[config.mk]
export PLATFORM = sky130hd
export DESIGN_NAME = cnrf_divider
export DESIGN_NICKNAME = d
export VERILOG_FILES = /design/src/hw/rtl/cnrf_pkg.sv /design/src/hw/rtl/cnrf_divider.sv
export SDC_FILE = /design/constraint.sdc
export NUM_CORES = 1
export LEC_CHECK = 0
export BUFFER_PORTS_ARGS = -buffer_cell sky130_fd_sc_hd__buf_2
export CORE_MARGIN = 5
export CORE_UTILIZATION = 44
export CTS_CLUSTER_DIAMETER = 200
export DETAILED_ROUTE_END_ITERATION = 10
export HOLD_SLACK_MARGIN = 0.15
export SKIP_LAST_GASP = 1
export SLEW_MARGIN = 25
export SYNTH_ARGS = -nofsm -noshare
export SYNTH_HDL_FRONTEND = slang
export SYNTH_SLANG_ARGS = --single-unit
[constraint.sdc]
create_clock -name clk -period 17.24 [get_ports clk]
set_input_delay 2.586 -clock clk [delete_from_list [all_inputs] [get_ports clk]]
set_output_delay 2.586 -clock clk [all_outputs]
set_load 0.02 [all_outputs]
[src/hw/rtl/cnrf_pkg.sv]
// Package for the cubic Newton root finder: types, register indexes, status codes.
// No dependencies; every other file but cnrf_stream_if imports it.
package cnrf_pkg;
  typedef enum logic [2:0] {
    REG_COEFF_CONST  = 3'd0,
    REG_COEFF_LINEAR = 3'd1,
    REG_COEFF_SQUARE = 3'd2,
    REG_COEFF_CUBE   = 3'd3,
    REG_TOLERANCE    = 3'd4,
    REG_ITER_LIMIT   = 3'd5
  } reg_idx_t;

  typedef enum logic [1:0] {
    ST_CONVERGED = 2'd0,
    ST_FLAT      = 2'd1,
    ST_LIMIT     = 2'd2
  } status_t;

  typedef enum logic [3:0] {
    S_IDLE, S_START, S_PMUL, S_PADD, S_PCHK, S_DMUL, S_DADD, S_DCHK,
    S_DIV, S_UPD, S_DONE
  } state_t;

  typedef struct packed {
    logic        start;
  } div_ctl_t;

  localparam int DATA_W = 32;
  localparam logic signed [DATA_W-1:0] SAT_MAX = 32'sh7fffffff;
  localparam logic signed [DATA_W-1:0] SAT_MIN = 32'sh80000000;
endpackage

[src/hw/rtl/cnrf_divider.sv]
// Restoring signed divider, one quotient bit per cycle, saturated to 32 bits.
// Depends on cnrf_pkg.
module cnrf_divider #(
  parameter int FRAC_BITS = 16
) (
  input  logic                clk,
  input  logic                rst_n,
  input  cnrf_pkg::div_ctl_t  ctl,
  input  logic signed [31:0]  num,
  input  logic signed [31:0]  den,
  output logic                done,
  output logic signed [31:0]  quo
);
  import cnrf_pkg::*;
  localparam int NW = 32 + FRAC_BITS;
  localparam int CW = $clog2(NW + 1);

  logic [NW-1:0] q_r, q_nxt;
  logic [32:0]   rem_r, rem_nxt;
  logic [31:0]   d_r, d_nxt;
  logic          neg_r, neg_nxt;
  logic [CW-1:0] cnt_r, cnt_nxt;
  logic          run_r, run_nxt;
  logic [NW-1:0] anum;
  logic [33:0]   trial;
  logic [NW:0]   sq;

  always_comb begin
    // Magnitude of the numerator shifted up by the fraction bits.
    anum = num[31] ? {32'(-num), {FRAC_BITS{1'b0}}}
                   : {num, {FRAC_BITS{1'b0}}};
    q_nxt = q_r; rem_nxt = rem_r; d_nxt = d_r; neg_nxt = neg_r;
    cnt_nxt = cnt_r; run_nxt = run_r;
    trial = {rem_r, q_r[NW-1]} - {2'b0, d_r};
    if (ctl.start) begin
      q_nxt = anum; rem_nxt = '0;
      d_nxt = den[31] ? 32'(-den) : den;
      neg_nxt = num[31] ^ den[31];
      cnt_nxt = CW'(NW); run_nxt = 1'b1;
    end else if (run_r) begin
      if (!trial[33]) begin
        rem_nxt = trial[32:0]; q_nxt = {q_r[NW-2:0], 1'b1};
      end else begin
        rem_nxt = {rem_r[31:0], q_r[NW-1]}; q_nxt = {q_r[NW-2:0], 1'b0};
      end
      cnt_nxt = cnt_r - 1'b1;
      if (cnt_r == CW'(1)) run_nxt = 1'b0;
    end
  end

  always_ff @(posedge clk) begin
    if (!rst_n) begin
      run_r <= 1'b0; cnt_r <= '0;
    end else begin
      run_r <= run_nxt; cnt_r <= cnt_nxt;
    end
    q_r <= q_nxt; rem_r <= rem_nxt; d_r <= d_nxt; neg_r <= neg_nxt;
  end

  assign done = run_r && (cnt_r == CW'(1)) && !ctl.start;
  // Final quotient bit is resolved combinationally from the last step.
  always_comb begin
    sq = neg_r ? (NW+1)'(-{1'b0, q_nxt}) : {1'b0, q_nxt};
    if (!neg_r && q_nxt > NW'(SAT_MAX)) quo = SAT_MAX;
    else if (neg_r && q_nxt > NW'(33'h80000000)) quo = SAT_MIN;
    else quo = sq[31:0];
  end
endmodule

==> results.md <==
* Clock Latency Late Sink at ~0.42 ns
* Post-synth ARST share at 0
* Number of synthesized flops with an enable pin at 33
* Area Overhead vs Synth at 13.53%
* Setup Skew at about 0.010 ns
* Seq/Total Area, Yosys at 0.2856
* Dpl cell area at slightly above 10,000 sq um
* RSZ-0062 raised after global routing: false
* Critical-path cell list: buf_4 -> buf_4 -> inv_1 -> buf_4 -> nor4_1 -> and3b_1 -> nor4_2 -> nand4b_2 -> or3_4 -> or4_1 -> o311ai_1 -> buf_2
* Final Hold Viols at 0
* Clock Root Buffer: clkbuf_16
* Max FO, Critical Path at 51
* Initial Util at 0.4444
* Reg clk slew, reported paths at about 0.050 ns
* GRT Util Overall at 0.2147
* Hold crit path type: flop to flop
* Routed WL at roughly 27,000 um
* Flop pwr share at 0.329
* Clock buffer count from CTS at 17
* Pre-CTS setup slack at around 7.7 ns
* Grt total ovfl at 0
* Post-Syn Area at just under 10,000 sq um
* WL/cell at 17.37 um
* Fmax at about 0.10 GHz
* Crit share post-route at 0.5546
* Port bufs at a little under 100
* Rows at 54
* CP max stage delay at about 0.73 ns
* VDD IR max at between 0.07 and 0.08 mV
* Die area at between 20,000 and 25,000 sq um
* I/O pin count at 100
* Logic pwr share at 0.294
* TritonCTS clock tree: done
* Critical path's most frequent cell: buf_4
* Sw Ratio at 0.3343
* Yosys Warn Count at 0
* Max-Cap Viols at 0
* Syn avg cell area at 7.855 sq um
* Smallest hold slack at between 0.4 and 0.5 ns
* Final setup viols at 0
* Crit Path Class: input port to output port
* Worst path slowest cell: or3_4
* Relative slew slack at 0.4450
* Via Count at approximately 9,400
* Via-to-Cell Ratio at 5.934
* Post-CTS Hold Buffers at 0
* Nets@finish at 1,392
* N_diodes at 0
* Antenna-violating nets left at 0
* Post-CTS resize count at 0
* DR DRC count at 0
* Final Instance Area at about 11,000 sq um
* Vias in the first global route at approximately 8,500
* Startpoint type of the worst setup path: input port
* Flop and latch count out of synthesis at about 120
* Die Y at roughly 160 um
* CTS H-tree lvls at 4
* Netlist cell types at between 80 and 90
* Drt pass-1 iters at 6
* Fin crit period at roughly 9.6 ns
* Sw Pwr at between 0.3 and 0.4 mW
* Hpwl dp at approximately 20,000 um
* Synth Flop Type: dfxtp_1
* Layout cells sized above 1 at 0.1462
* Setup crit end kind: output port
* Worst EP arrival at roughly 7.0 ns
* Status: complete, no violations
* Antenna violations before repair at 0
* Longest Clk Path Bufs at 2
* GPL Wtd Cong at roughly 0.90
* Synthesized instance count at roughly 1,200
* Pleak at roughly 4.4 nW
* CORE AREA at 21,690 sq um
* P_int at roughly 0.7 mW
* Largest net degree at the start of global routing at a little over 80
* First-pass GRT wire length at 43,900 um
* Die X at 158 um
* Overall power at 1.050 mW
* Clk sinks at about 120
* DR iter-0 viols at 798
* Setup TNS at 0 ns
* P per Cell Area at 95.99 nW/um^2
* Clock share of power at 0.377
* Max Slew Vio Count at 0
* Final setup margin at ~7.7 ns
* Syn Nets at 1,332
* Worst-margin pin slew at 0.8262 ns
* Critical Path RT at 14.65 ns
* Post-CTS setup buffers at 0
## critical path: cells and delay by family
family	cells	cell delay (ns)
and+or+nand+nor	6	2.67
buffers and inverters	5	1.56
AOI/OAI and AO/OA	1	0.10
## metal layers
| metal | vias up | global-route usage | wire [um] |
|---|---|---|---|
| met1 | 4430 | 0.3147 | 13630 |
| met4 | 0 | 0.05565 | 350 |
| met2 | 250 | 0.3281 | 12090 |
| met5 | - | 0 | 0 |
| li1 | 4670 | - | - |
| met3 | 26 | 0.03609 | 1369 |
## synthesized netlist by cell type, types with 21 or more instances
library cell | instances | share of area
dfxtp_1 | 88 | 0.18
nand2_1 | 137 | 0.053
nor2_1 | 105 | 0.041
a21o_1 | 25 | 0.019
nor3_1 | 42 | 0.022
xor2_1 | 24 | 0.022
ha_1 | 37 | 0.048
o21ai_0 | 43 | 0.022
nor4_1 | 36 | 0.023
o22ai_1 | 25 | 0.016
clkbuf_1 | 42 | 0.016
nand3_1 | 21 | 0.011
xnor2_1 | 42 | 0.038
edfxtp_1 | 33 | 0.10
a21oi_1 | 78 | 0.041
mux2i_1 | 27 | 0.028
a311oi_1 | 25 | 0.023
nand2b_1 | 21 | 0.014
inv_1 | 77 | 0.030
## cells by family (layout without fill, tap and decap cells)
logic type / Yosys count / count (layout) / share of synthesized area
mux: 47 / 47 / 0.05141
simple gates: 467 / 467 / 0.2481
flops: 121 / 121 / 0.2856
buf+inv: 147 / 220 / 0.06024
xor+xnor: 66 / 66 / 0.05998
fa+ha+maj: 38 / 38 / 0.05011
compound gates: 341 / 341 / 0.2446
## path summary, 6_finish.rpt
kind / from / to / slack [ns] / depth (start not counted)
max reg2reg: rem_r[3] / rem_r[0] / 13.10 / 10
min reg2reg: cnt_r[1] / cnt_r[1] / 0.50 / 2
max: ctl / quo[15] / 7.68 / 12
min: cnt_r[1] / cnt_r[1] / 0.50 / 2
## area by class of cell
class / instances / area, sq um
fillers: 2106 / 10750
multi-input cells: 959 / 6312
flip-flops and latches: 121 / 2756
repair buffers: 110 / 580.6
clock buffers: 17 / 425.4
well taps: 280 / 350.3
inverters: 78 / 292.8
clock inverters: 15 / 224.0
## cells in the final DEF (no fill, tap or decap), types with 6 or more instances in the layout
cell | Yosys | final
nand2_1 | 137 | 137
o22ai_1 | 25 | 25
nor2b_1 | 13 | 13
o41ai_1 | 7 | 7
dfxtp_1 | 88 | 87
or4_1 | 9 | 9
a311oi_1 | 25 | 25
edfxtp_1 | 33 | 33
a21boi_0 | 7 | 7
o211ai_1 | 8 | 8
and3_1 | 7 | 7
xor2_1 | 24 | 24
a211oi_1 | 18 | 18
and2_1 | 9 | 9
or3_1 | 18 | 18
buf_4 | 0 | 12
inv_1 | 77 | 77
nand3_1 | 21 | 21
o21ai_0 | 43 | 43
buf_2 | 11 | 98
nor3_1 | 42 | 41
o31ai_1 | 11 | 11
mux2i_1 | 27 | 27
a311o_1 | 7 | 7
clkbuf_16 | 0 | 17
a21o_1 | 25 | 25
xnor2_1 | 42 | 42
o21bai_1 | 9 | 9
mux2_2 | 20 | 20
o21a_1 | 6 | 6
ha_1 | 37 | 37
nor2_1 | 105 | 104
nor4b_1 | 6 | 6
nand2b_1 | 21 | 21
a21oi_1 | 78 | 78
a31oi_1 | 12 | 12
nor4_1 | 36 | 36
## stage by stage
| step | instances | util |
|---|---|---|
| after floorplan | 1227 | - |
| after global placement | 1548 | 0.4743 |
| after detailed placement | 1548 | 0.4743 |
| after CTS | 1580 | 0.5043 |
| after global routing | 1580 | 0.5045 |
| final | 1580 | 0.5045 |
## registers in the layout, summed over array words and instances, names as in the netlist
register	flops
q_r	48
rem_r	33
d_r	32
cnt_r	6
neg_r	1
run_r	1
## power groups by stage
| stage | sequential, mW | combinational (mW) | clock [mW] |
|---|---|---|---|
| finish | 0.345 | 0.309 | 0.396 |
| global route | 0.349 | 0.342 | 0.417 |
| CTS | 0.345 | 0.307 | 0.402 |
| detailed placement | 0.351 | 0.304 | 0 |
| global placement | 0.351 | 0.303 | 0 |
| floorplan | 0.340 | 0.230 | 0 |
Note: power is estimated with default switching activity, not from simulation.
